===== src/hdl/abkf_pkg.sv =====
package abkf_pkg;

   // Fraction bits of the sample interval; dt products are rounded at this point.
   localparam int DT_FRAC = 16;

   // Configuration register indexes.
   localparam logic [1:0] REG_ANGLE_NOISE = 2'd0;
   localparam logic [1:0] REG_BIAS_NOISE  = 2'd1;
   localparam logic [1:0] REG_MEAS_NOISE  = 2'd2;

   localparam logic [30:0] ANGLE_NOISE_RESET = 31'd16777;
   localparam logic [30:0] BIAS_NOISE_RESET  = 31'd50332;
   localparam logic [30:0] MEAS_NOISE_RESET  = 31'd503316;

   // Number of corrections that go through the divider.
   localparam int NUM_QUOT = 6;

   typedef enum logic [3:0] {
      OP_NONE,
      OP_RATE,
      OP_MUL_RATE,
      OP_ANGLE,
      OP_MUL_P11,
      OP_DP11,
      OP_INNER,
      OP_MUL_INNER,
      OP_PRED_COV,
      OP_MUL_QB,
      OP_PRED_P11,
      OP_MUL_CORR,
      OP_DIV_STORE,
      OP_APPLY,
      OP_OUT
   } abkf_op_type;

   typedef struct packed {
      abkf_op_type op;
      logic [2:0]  sel;
      logic        load_in;
      logic        cfg_we;
      logic        div_start;
   } abkf_cmd_type;

   typedef struct packed {
      logic s_zero;
      logic div_done;
   } abkf_status_type;

endpackage


===== src/hdl/abkf_ctrl.sv =====
module abkf_ctrl
   import abkf_pkg::*;
(
   input  logic            clock,
   input  logic            reset,
   input  logic            req_valid,
   output logic            req_stall,
   output logic            rsp_valid,
   input  logic            rsp_stall,
   input  logic            csr_valid,
   output logic            csr_ready,
   output abkf_cmd_type    cmd,
   input  abkf_status_type status
);

   typedef enum logic [2:0] {
      ST_IDLE,
      ST_PRED,
      ST_CHECK,
      ST_MUL,
      ST_DSTART,
      ST_DWAIT,
      ST_APPLY,
      ST_FINISH
   } state_type;

   state_type   state_ff, state_in;
   abkf_op_type step_ff, step_in;
   logic [2:0]  quot_ff, quot_in;
   logic        rsp_valid_ff, rsp_valid_in;
   logic        finish_now;

   assign finish_now = (state_ff == ST_FINISH) && (!rsp_valid_ff || !rsp_stall);

   always_comb begin
      state_in     = state_ff;
      step_in      = step_ff;
      quot_in      = quot_ff;
      rsp_valid_in = rsp_valid_ff && rsp_stall;
      cmd          = '{op: OP_NONE, sel: quot_ff, load_in: 1'b0,
                       cfg_we: 1'b0, div_start: 1'b0};
      case (state_ff)
         ST_IDLE: begin
            cmd.cfg_we = csr_valid;
            if (req_valid && !csr_valid) begin
               cmd.load_in = 1'b1;
               step_in     = OP_RATE;
               state_in    = ST_PRED;
            end
         end
         ST_PRED: begin
            cmd.op  = step_ff;
            step_in = abkf_op_type'(step_ff + 4'd1);
            if (step_ff == OP_PRED_P11) begin
               state_in = ST_CHECK;
            end
         end
         ST_CHECK: begin
            quot_in  = '0;
            state_in = status.s_zero ? ST_FINISH : ST_MUL;
         end
         ST_MUL: begin
            cmd.op   = OP_MUL_CORR;
            state_in = ST_DSTART;
         end
         ST_DSTART: begin
            cmd.div_start = 1'b1;
            state_in      = ST_DWAIT;
         end
         ST_DWAIT: begin
            if (status.div_done) begin
               cmd.op = OP_DIV_STORE;
               if (quot_ff == 3'(NUM_QUOT - 1)) begin
                  state_in = ST_APPLY;
               end else begin
                  quot_in  = quot_ff + 3'd1;
                  state_in = ST_MUL;
               end
            end
         end
         ST_APPLY: begin
            cmd.op   = OP_APPLY;
            state_in = ST_FINISH;
         end
         ST_FINISH: begin
            if (finish_now) begin
               cmd.op       = OP_OUT;
               rsp_valid_in = 1'b1;
               state_in     = ST_IDLE;
            end
         end
         default: state_in = ST_IDLE;
      endcase
   end

   always_ff @(posedge clock) begin
      if (reset) begin
         state_ff     <= ST_IDLE;
         step_ff      <= OP_NONE;
         quot_ff      <= '0;
         rsp_valid_ff <= 1'b0;
      end else begin
         state_ff     <= state_in;
         step_ff      <= step_in;
         quot_ff      <= quot_in;
         rsp_valid_ff <= rsp_valid_in;
      end
   end

   assign req_stall = (state_ff != ST_IDLE) || csr_valid;
   assign csr_ready = (state_ff == ST_IDLE);
   assign rsp_valid = rsp_valid_ff;

endmodule


===== config.mk =====
export PLATFORM = sky130hd
export DESIGN_NAME = abkf_ctrl
export DESIGN_NICKNAME = d
export VERILOG_FILES = /design/src/hdl/abkf_pkg.sv /design/src/hdl/abkf_ctrl.sv
export SDC_FILE = /design/constraint.sdc
export NUM_CORES = 1
export LEC_CHECK = 0
export BUFFER_PORTS_ARGS = -buffer_cell sky130_fd_sc_hd__clkbuf_2
export CORE_MARGIN = 8
export CORE_UTILIZATION = 47
export CTS_BUF_LIST = sky130_fd_sc_hd__clkbuf_8
export DETAILED_ROUTE_END_ITERATION = 10
export HOLD_SLACK_MARGIN = 0.03
export PLACE_DENSITY_LB_ADDON = 0.2
export SLEW_MARGIN = 20
export SYNTH_ARGS = -nofsm -noshare
export SYNTH_HDL_FRONTEND = slang
export SYNTH_SLANG_ARGS = --single-unit

===== constraint.sdc =====
create_clock -name clock -period 1.9 [get_ports clock]
set_input_delay 0.38 -clock clock [delete_from_list [all_inputs] [get_ports clock]]
set_output_delay 0.38 -clock clock [all_outputs]
set_load 0.02 [all_outputs]

==> impl_metrics.env, run 1 <==
export IMPL_ys_ff_latch=11
export IMPL_period_share_pct=94.7
export IMPL_postCtsSetupBuffers=0
export IMPL_drtIter0Drc=15
export IMPL_critical_path_class="register to output pin"
export IMPL_gp_congestion=0.803
export IMPL_cts_hold_buf=0
export IMPL_wl_per_cell_um=14.4
export IMPL_clock_latency_ns=0.24
export IMPL_design_area_um2=927
export IMPL_cts_buffers=3
export IMPL_cp_cell_sequence="buf_4 > o21ai_0 > nor2_1 > a211oi_1 > clkbuf_2"
export IMPL_crit_arrival_ns=1.42
export IMPL_hold_ws_ns=0.408
export IMPL_slew_headroom_pct=75.1
export IMPL_io_pins=20
export IMPL_area_growth_pct=21.3
export IMPL_synth_main_ff_cell="dfxtp_1"
export IMPL_post_route_util_pct=60.8
export IMPL_synth_cell_types=40
export IMPL_min_period_ns=1.80
export IMPL_yosysWarnings=0
export IMPL_critPathSlowestCell="dfxtp_2"
export IMPL_setup_viol=0
export IMPL_p_leak_nw=0.405
export IMPL_fin_nets=129
export IMPL_synth_most_common_cell="nand2_1"
export IMPL_fin_tns_setup_ns=0
export IMPL_status="completed"
export IMPL_startpoint_type="register"
export IMPL_die_y_um=56.3
export IMPL_synth_top_area_share_pct=28.8
export IMPL_slew_viol_final=0
export IMPL_cap_viol_max_count=0
export IMPL_rows=14
export IMPL_syn_num_nets=107
export IMPL_yosys_area_top_type="dfxtp_1"
export IMPL_clockBufferDepth=2
export IMPL_ff_latch_area_um2=224
export IMPL_ctsResizeCount=2
export IMPL_vias=762
export IMPL_multi_input_area_um2=494
export IMPL_synth_seq_area_share_pct=28.8
export IMPL_layout_drive_gt1_share_pct=28.2
export IMPL_cp_end_kind="output pin"
export IMPL_power_density_mw_per_mm2=708
export IMPL_synthTopCellsByCount="nand2_1, dfxtp_1, nor2_1, inv_1"
export IMPL_dieArea_mm2=0.00317
export IMPL_synthArstFlopShare_pct=0
export IMPL_numPortBuffers=19
export IMPL_dpl_instance_area_um2=878
export IMPL_track_usage_pct=12.5
export IMPL_yosys_top_cells_area="dfxtp_1, ha_1, nand2_1"
export IMPL_design_core_area_mm2=0.00152
export IMPL_grt_max_degree=17
export IMPL_synthCells=96
export IMPL_required_ns=1.52
export IMPL_avgSynthCellArea_um2=7.96
export IMPL_antenna_found_initial=0
export IMPL_max_freq_mhz=556
export IMPL_syn_area_um2=764
export IMPL_first_global_vias=696
export IMPL_drc_errors=0
export IMPL_clk_pin_slew_ns=0.05
export IMPL_rsz0062_at_grt="no"
export IMPL_htree_levels=1
export IMPL_worst_path_largest_cell_delay_ns=0.38
export IMPL_grt_pass1_wl_um=3280
export IMPL_routed_wl_um=1910
export IMPL_synth_edf_count=0
export IMPL_die_w_um=56.3
export IMPL_tightest_slew_ns=0.372
export IMPL_hold_viol_final=0
export IMPL_root_buffer="clkbuf_8"
export IMPL_start_util_pct=50.2
export IMPL_viasPerCell=5.73
export IMPL_cts_tree="built"
export IMPL_cts_sinks=11
export IMPL_drtAntennaViolNets=0
export IMPL_critPathMaxFanout=14
export IMPL_grt_overflow_total=0
export IMPL_ir_drop_v=0.000468
export IMPL_dpl_hpwl_um=1410
export IMPL_antenna_cells=0
export IMPL_finClkSkew_ns=0.00257
export IMPL_hp_class="input port to register"
export IMPL_fill_cells=145
export IMPL_dr_pass1_iters=4
-- where the power goes --
part	switching, mW	internal, mW	total [mW]
clock network	0.0897	0.142	0.232
registers	0.0250	0.242	0.267
logic	0.0910	0.0666	0.158
total	0.206	0.451	0.657
-- registers in the layout, summed over array words and instances (netlist names) --
signal and cells:
state_ff 3, rsp_valid 1, step_ff 4, quot_ff 3
-- routing by layer --
layer	part of all wire, %	vias to the layer above	GRT usage (%)	wire length, um
met5	0	-	0	0
met4	1.4	0	6.19	27
met3	8.7	4	6.07	166
met2	45	25	17.4	856
met1	45	344	15.5	859
li1	-	389	-	-
-- worst max-delay path: cells and delay by family (launching register included) --
kind	cells	cell delay, ns
buffers and inverters	2	0.40
DFF	1	0.38
AOI/OAI and AO/OA	2	0.34
and+or+nand+nor	1	0.06
-- area by class of cell --
class | count | area share (%)
multi-input cells | 73 | 53.3
flip-flops and latches | 11 | 24.2
repair buffers | 22 | 12.7
clock buffers | 3 | 4.45
inverters | 7 | 2.83
well taps | 16 | 2.16
clock inverters | 1 | 0.405
-- logic make-up after synthesis --
| family | Yosys count | synth area share (%) |
|---|---|---|
| AND/OR/NAND/NOR | 44 | 31.6 |
| AO/OA/AOI/OAI | 20 | 20.0 |
| buffers and inverters | 12 | 6.55 |
| flip-flops | 11 | 28.8 |
| adder cells (fa/ha/maj) | 4 | 6.55 |
| multiplexers | 3 | 4.26 |
| XOR/XNOR | 2 | 2.29 |
-- cells in the final DEF (no fill, tap or decap), types with 2 or more instances in the layout --
| cell | n |
|---|---|
| buf_4 | 3 |
| a21oi_1 | 3 |
| nor2b_1 | 2 |
| dfxtp_1 | 8 |
| clkbuf_2 | 19 |
| and3_1 | 2 |
| inv_1 | 7 |
| clkbuf_8 | 3 |
| nand2_1 | 12 |
| a31oi_1 | 3 |
| nor3b_1 | 2 |
| a211oi_1 | 2 |
| o21ai_1 | 2 |
| mux2_1 | 2 |
| nor3_1 | 2 |
| dfxtp_2 | 3 |
| ha_1 | 4 |
| nor2_1 | 10 |
| nand2b_1 | 4 |
| or3b_1 | 2 |
-- per-stage QoR --
| step | setup slack [ns] | power, mW | instances |
|---|---|---|---|
| 3_5_place_dp | 0.200 | 0.424 | 129 |
| 2_1_floorplan | 0.144 | 0.377 | 96 |
| 5_1_grt | 0.0108 | 0.696 | 133 |
| 3_3_place_gp | 0.227 | 0.422 | 129 |
| 4_1_cts | 0.00252 | 0.660 | 133 |
| 6_report | 0.0999 | 0.657 | 133 |
-- worst paths after layout --
| check | from | end | slack [ns] | depth (start not counted) |
|---|---|---|---|---|
| max | state_ff[2]$_SDFFE_PP0P_ | cmd[9] | 0.1 | 5 |
| max reg2reg | quot_ff[1]$_SDFFE_PP0P_ | quot_ff[1]$_SDFFE_PP0P_ | 0.32 | 6 |
| min | rsp_stall | rsp_valid$_SDFF_PP0_ | 0.41 | 3 |
| min reg2reg | step_ff[3]$_SDFFE_PP0P_ | step_ff[3]$_SDFFE_PP0P_ | 0.51 | 2 |
Power figures use the tool's default switching activity.
==> run 2: changes to the inputs <==
--- a/config.mk
+++ b/config.mk
@@ -7,2 +7,3 @@
 export LEC_CHECK = 0
+export ABC_AREA = 1
 export BUFFER_PORTS_ARGS = -buffer_cell sky130_fd_sc_hd__clkbuf_2
==> constraint.sdc (replaced) <==
create_clock -name clock -period 1.9 [get_ports clock]
set_input_delay 0.095 -clock clock [delete_from_list [all_inputs] [get_ports clock]]
set_output_delay 0.095 -clock clock [all_outputs]
set_load 0.02 [all_outputs]
==> impl_metrics.env, run 2 <==
export IMPL_status="completed"
export IMPL_finClkSkew_ns=0.00218
export IMPL_ir_drop_v=0.000563
export IMPL_syn_area_um2=875
export IMPL_synth_most_common_cell="nand2_1"
export IMPL_slew_headroom_pct=75.2
export IMPL_dr_pass1_iters=4
export IMPL_rsz0062_at_grt="no"
export IMPL_design_area_mm2=0.00103
export IMPL_fin_nets=160
export IMPL_ys_ff_latch=11
export IMPL_io_pins=20
export IMPL_multi_input_area_um2=529
export IMPL_design_core_area_mm2=0.00175
export IMPL_clockBufferDepth=2
export IMPL_synthTopCellsByCount="nand2_1, nor2_1, inv_1, nand3_1, dfxtp_1"
export IMPL_hold_ws_ns=0.164
export IMPL_reg2reg_to="quot_ff[0]$_SDFFE_PP0P_"
export IMPL_worst_path_largest_cell_delay_ns=0.54
export IMPL_startpoint_type="register"
export IMPL_grt_pass1_wl_um=3300
export IMPL_track_usage_pct=12.3
export IMPL_p_leak_nw=0.494
export IMPL_hold_path_depth=3
export IMPL_synth_top_area_share_pct=25.2
export IMPL_syn_num_nets=137
export IMPL_path_depth=7
export IMPL_critPathSlowestCell="dfxtp_1"
export IMPL_crit_buf_inv=4
export IMPL_root_buffer="clkbuf_8"
export IMPL_setup_viol=0
export IMPL_hold_viol_final=0
export IMPL_grt_max_degree=10
export IMPL_drtIter0Drc=18
export IMPL_hp_class="input port to register"
export IMPL_gp_congestion=0.877
export IMPL_layout_drive_gt1_share_pct=29.7
export IMPL_largestRegisters="step_ff x4, quot_ff x3, state_ff x3"
export IMPL_drtAntennaViolNets=0
export IMPL_critical_path_class="register to output pin"
export IMPL_dp_slack_ns=0.446
export IMPL_cts_tree="built"
export IMPL_avgSynthCellArea_um2=6.94
export IMPL_final_common_cell="nand2_1"
export IMPL_dieArea_mm2=0.00350
export IMPL_synthCells=126
export IMPL_first_global_vias=813
export IMPL_cp_top_family="flip-flops"
export IMPL_vias=843
export IMPL_dpl_hpwl_um=1640
export IMPL_fin_tns_setup_ns=0
export IMPL_cp_endpoint="cmd[9]"
export IMPL_numPortBuffers=19
export IMPL_setup_slack_ns=0.159
export IMPL_crit_arrival_ns=1.65
export IMPL_critPathMaxFanout=8
export IMPL_drc_errors=0
export IMPL_die_w_um=59.1
export IMPL_synth_edf_count=0
export IMPL_synth_cell_types=29
export IMPL_finalNonFillerCells=173
export IMPL_yosys_area_top_type="dfxtp_1"
export IMPL_power_density_mw_per_mm2=905
export IMPL_regMostFlops="step_ff"
export IMPL_cts_hold_buf=0
export IMPL_post_route_util_pct=59.1
export IMPL_synth_main_ff_cell="dfxtp_1"
export IMPL_cp_startpoint="state_ff[0]$_SDFFE_PP0P_"
export IMPL_cap_viol_max_count=0
export IMPL_htree_levels=1
export IMPL_yosys_top_cells_area="dfxtp_1, nand2_1, nor2_1"
export IMPL_die_y_um=59.1
export IMPL_cp_end_kind="output pin"
export IMPL_grt_overflow_total=0
export IMPL_mostFrequentLayoutCells="nand2_1, clkbuf_2, nor2_1"
export IMPL_clock_latency_ns=0.24
export IMPL_yosysWarnings=0
export IMPL_viasPerCell=4.87
export IMPL_period_share_pct=91.6
export IMPL_wl_per_cell_um=11.6
export IMPL_power_mw=0.933
export IMPL_antenna_cells=0
export IMPL_cts_sinks=11
export IMPL_largest_reg_flops=4
export IMPL_reg2reg_depth=8
export IMPL_tightest_slew_ns=0.372
export IMPL_clk_pin_slew_ns=0.05
export IMPL_synthArstFlopShare_pct=0
export IMPL_rrSetupSlack_ns=0.47
export IMPL_ctsResizeCount=0
export IMPL_start_util_pct=50.1
export IMPL_placedCellCount=169
export IMPL_postCtsSetupBuffers=0
export IMPL_antenna_found_initial=0
export IMPL_max_freq_mhz=574
export IMPL_cp_cell_sequence="buf_4 > inv_4 > nand3_1 > inv_1 > nor2_1 > o2111ai_1 > clkbuf_2"
export IMPL_r2r_start="state_ff[0]$_SDFFE_PP0P_"
export IMPL_required_ns=1.80
export IMPL_dpl_instance_area_um2=986
export IMPL_fill_cells=179
export IMPL_cts_buffers=3
export IMPL_ff_latch_area_um2=220
export IMPL_rows=15
export IMPL_routed_wl_um=2010
export IMPL_slew_viol_final=0
export IMPL_synth_seq_area_share_pct=25.2
export IMPL_area_growth_pct=17.9
export IMPL_min_period_ns=1.74
run 2: cell count changes in the layout (fill, tap and decap cells not counted), moves of 3 or more:
| cell | delta |
|---|---|
| nand2_2 | +3 |
| nor2_4 | +3 |
| nor2_2 | +3 |
| nand3_1 | +11 |
| a21oi_1 | +7 |
| dfxtp_1 | +3 |
| nand2b_1 | -4 |
| nor2_1 | +7 |
| dfxtp_2 | -3 |
| inv_1 | +9 |
| nand2_1 | +9 |
run 2: worst min path at each step:
| stage | start | end | slack, ns |
|---|---|---|---|
| after detailed placement | rsp_stall | rsp_valid$_SDFF_PP0_ | 0.41 |
| final | rsp_stall | rsp_valid$_SDFF_PP0_ | 0.16 |
| after CTS | reset | quot_ff[2]$_SDFFE_PP0P_ | 0.16 |
| after floorplan | rsp_stall | rsp_valid$_SDFF_PP0_ | 0.28 |
| after global placement | rsp_stall | rsp_valid$_SDFF_PP0_ | 0.41 |
| after global routing | reset | quot_ff[1]$_SDFFE_PP0P_ | 0.18 |
run 2: kinds of logic after synthesis:
group / share of synthesized area (%)
compound gates: 13.0
xor+xnor: 1.00
fa+ha+maj: 5.72
buf+inv: 14.3
flops: 25.2
simple gates: 40.8
run 2: cell type report:
cell class	instances	area share, %
Clock buffer	3	4.00
Multi-Input combinational cell	91	51.3
Sequential cell	11	21.4
Tap cell	25	3.03
Timing Repair Buffer	22	11.4
Inverter	20	8.50
Clock inverter	1	0.364
run 2: power breakdown:
part / switching (mW) / internal (mW)
sequential: 0.0401 / 0.252
combinational: 0.270 / 0.139
clock: 0.0895 / 0.142
total: 0.400 / 0.533
run 2: tightest hold or removal path, stage by stage:
cell and delay [ns]:
clkbuf_2 0.08, nand2_1 0.09, a21oi_1 0.08
run 2: per-layer routing:
layer	part of all wire [%]	vias to the layer above	GRT usage [%]
li1	-	447	-
met1	46	363	13.4
met2	45	28	20.1
met3	5.9	5	4.34
met4	2.1	0	7.51
met5	0	-	0
==> run 3: changes to the inputs <==
- PLACE_DENSITY: unset -> 0.71
- PLACE_DENSITY_LB_ADDON: 0.2 -> unset
==> impl_metrics.env, run 3 (synthesized netlist as in run 2, its figures left out) <==
export IMPL_status="completed"
export IMPL_hold_viol_final=0
export IMPL_vias=842
export IMPL_root_buffer="clkbuf_8"
export IMPL_required_ns=1.80
export IMPL_clk_pin_slew_ns=0.06
export IMPL_start_util_pct=50.1
export IMPL_final_common_cell="nand2_1"
export IMPL_drtIter0Drc=31
export IMPL_dr_pass1_iters=4
export IMPL_drc_errors=0
export IMPL_design_core_area_mm2=0.00175
export IMPL_cts_sinks=11
export IMPL_dp_slack_ns=0.519
export IMPL_clock_latency_ns=0.24
export IMPL_cts_hold_buf=0
export IMPL_critical_path_class="register to output pin"
export IMPL_gp_congestion=0.829
export IMPL_period_share_pct=86.4
export IMPL_regMostFlops="step_ff"
export IMPL_mostFrequentLayoutCells="nand2_1, clkbuf_2, nor2_1"
export IMPL_hp_class="input port to register"
export IMPL_p_leak_nw=0.494
export IMPL_io_pins=20
export IMPL_rows=15
export IMPL_rsz0062_at_grt="no"
export IMPL_htree_levels=1
export IMPL_power_density_mw_per_mm2=903
export IMPL_drtAntennaViolNets=0
export IMPL_cts_tree="built"
export IMPL_critPathMaxFanout=8
export IMPL_cts_buffers=3
export IMPL_tightest_slew_ns=0.300
export IMPL_track_usage_pct=12.2
export IMPL_cap_viol_max_count=0
export IMPL_postCtsSetupBuffers=0
export IMPL_clockBufferDepth=2
export IMPL_area_growth_pct=17.9
export IMPL_viasPerCell=4.87
export IMPL_largest_reg_flops=4
export IMPL_min_period_ns=1.64
export IMPL_crit_arrival_ns=1.55
export IMPL_wl_per_cell_um=11.3
export IMPL_ir_drop_v=0.000530
export IMPL_grt_max_degree=10
export IMPL_fin_nets=160
export IMPL_grt_overflow_total=0
export IMPL_post_route_util_pct=59.1
export IMPL_fin_tns_setup_ns=0
export IMPL_placedCellCount=169
export IMPL_first_global_vias=785
export IMPL_die_w_um=59.1
export IMPL_antenna_found_initial=0
export IMPL_antenna_cells=0
export IMPL_setup_slack_ns=0.259
export IMPL_dieArea_mm2=0.00350
export IMPL_grt_pass1_wl_um=3350
export IMPL_finalNonFillerCells=173
export IMPL_die_y_um=59.1
export IMPL_max_freq_mhz=609
export IMPL_ctsResizeCount=0
export IMPL_layout_drive_gt1_share_pct=29.7
export IMPL_startpoint_type="register"
export IMPL_fill_cells=181
export IMPL_dpl_hpwl_um=1620
export IMPL_finClkSkew_ns=0.00782
export IMPL_routed_wl_um=1960
export IMPL_numPortBuffers=19
export IMPL_largestRegisters="step_ff x4, quot_ff x3, state_ff x3"
export IMPL_setup_viol=0
export IMPL_slew_viol_final=0
export IMPL_cp_end_kind="output pin"
export IMPL_slew_headroom_pct=80.0
-- run 3: layout make-up --
type,instances,area [um2],share of cell area (%)
Multi-Input combinational cell,91,529,51.3
Clock buffer,3,41.3,4.00
Tap cell,25,31.3,3.03
Timing Repair Buffer,22,118,11.4
Sequential cell,11,220,21.4
Clock inverter,1,3.75,0.364
Inverter,20,87.6,8.50
-- run 3: through the flow --
stage	power (mW)	hold WS, ns	instance area, um2
after floorplan	0.624	0.280	875
after global placement	0.698	0.390	986
after detailed placement	0.704	0.402	986
after CTS	0.942	0.148	1030
after global routing	0.991	0.187	1030
final	0.931	0.154	1030
-- run 3: power by group --
part | switching [mW] | internal [mW]
Clock | 0.0893 | 0.142
Combinational | 0.277 | 0.140
Sequential | 0.0306 | 0.252
-- run 3: critical path, cell delays in order, from the launching register on --
cell	delay (ns)
dfxtp_1	0.43
buf_4	0.22
nand2_4	0.08
nor2_8	0.11
inv_2	0.09
o211ai_1	0.18
clkbuf_2	0.20
-- run 3: per-layer routing --
metal / wire [um] / track usage (%)
met1: 925 / 14.3
met2: 941 / 20.7
met3: 79 / 3.25
met4: 14 / 4.10
met5: 0 / 0
-- run 3: worst paths after layout --
check / startpoint / to / slack (ns) / depth (start not counted)
worst max-delay path: state_ff[0]$_SDFFE_PP0P_ / cmd[6] / 0.26 / 6
worst min-delay path: rsp_stall / rsp_valid$_SDFF_PP0_ / 0.15 / 3
worst max register to register: state_ff[1]$_SDFFE_PP0P_ / state_ff[2]$_SDFFE_PP0P_ / 0.51 / 10
worst min register to register: quot_ff[1]$_SDFFE_PP0P_ / quot_ff[1]$_SDFFE_PP0P_ / 0.50 / 2
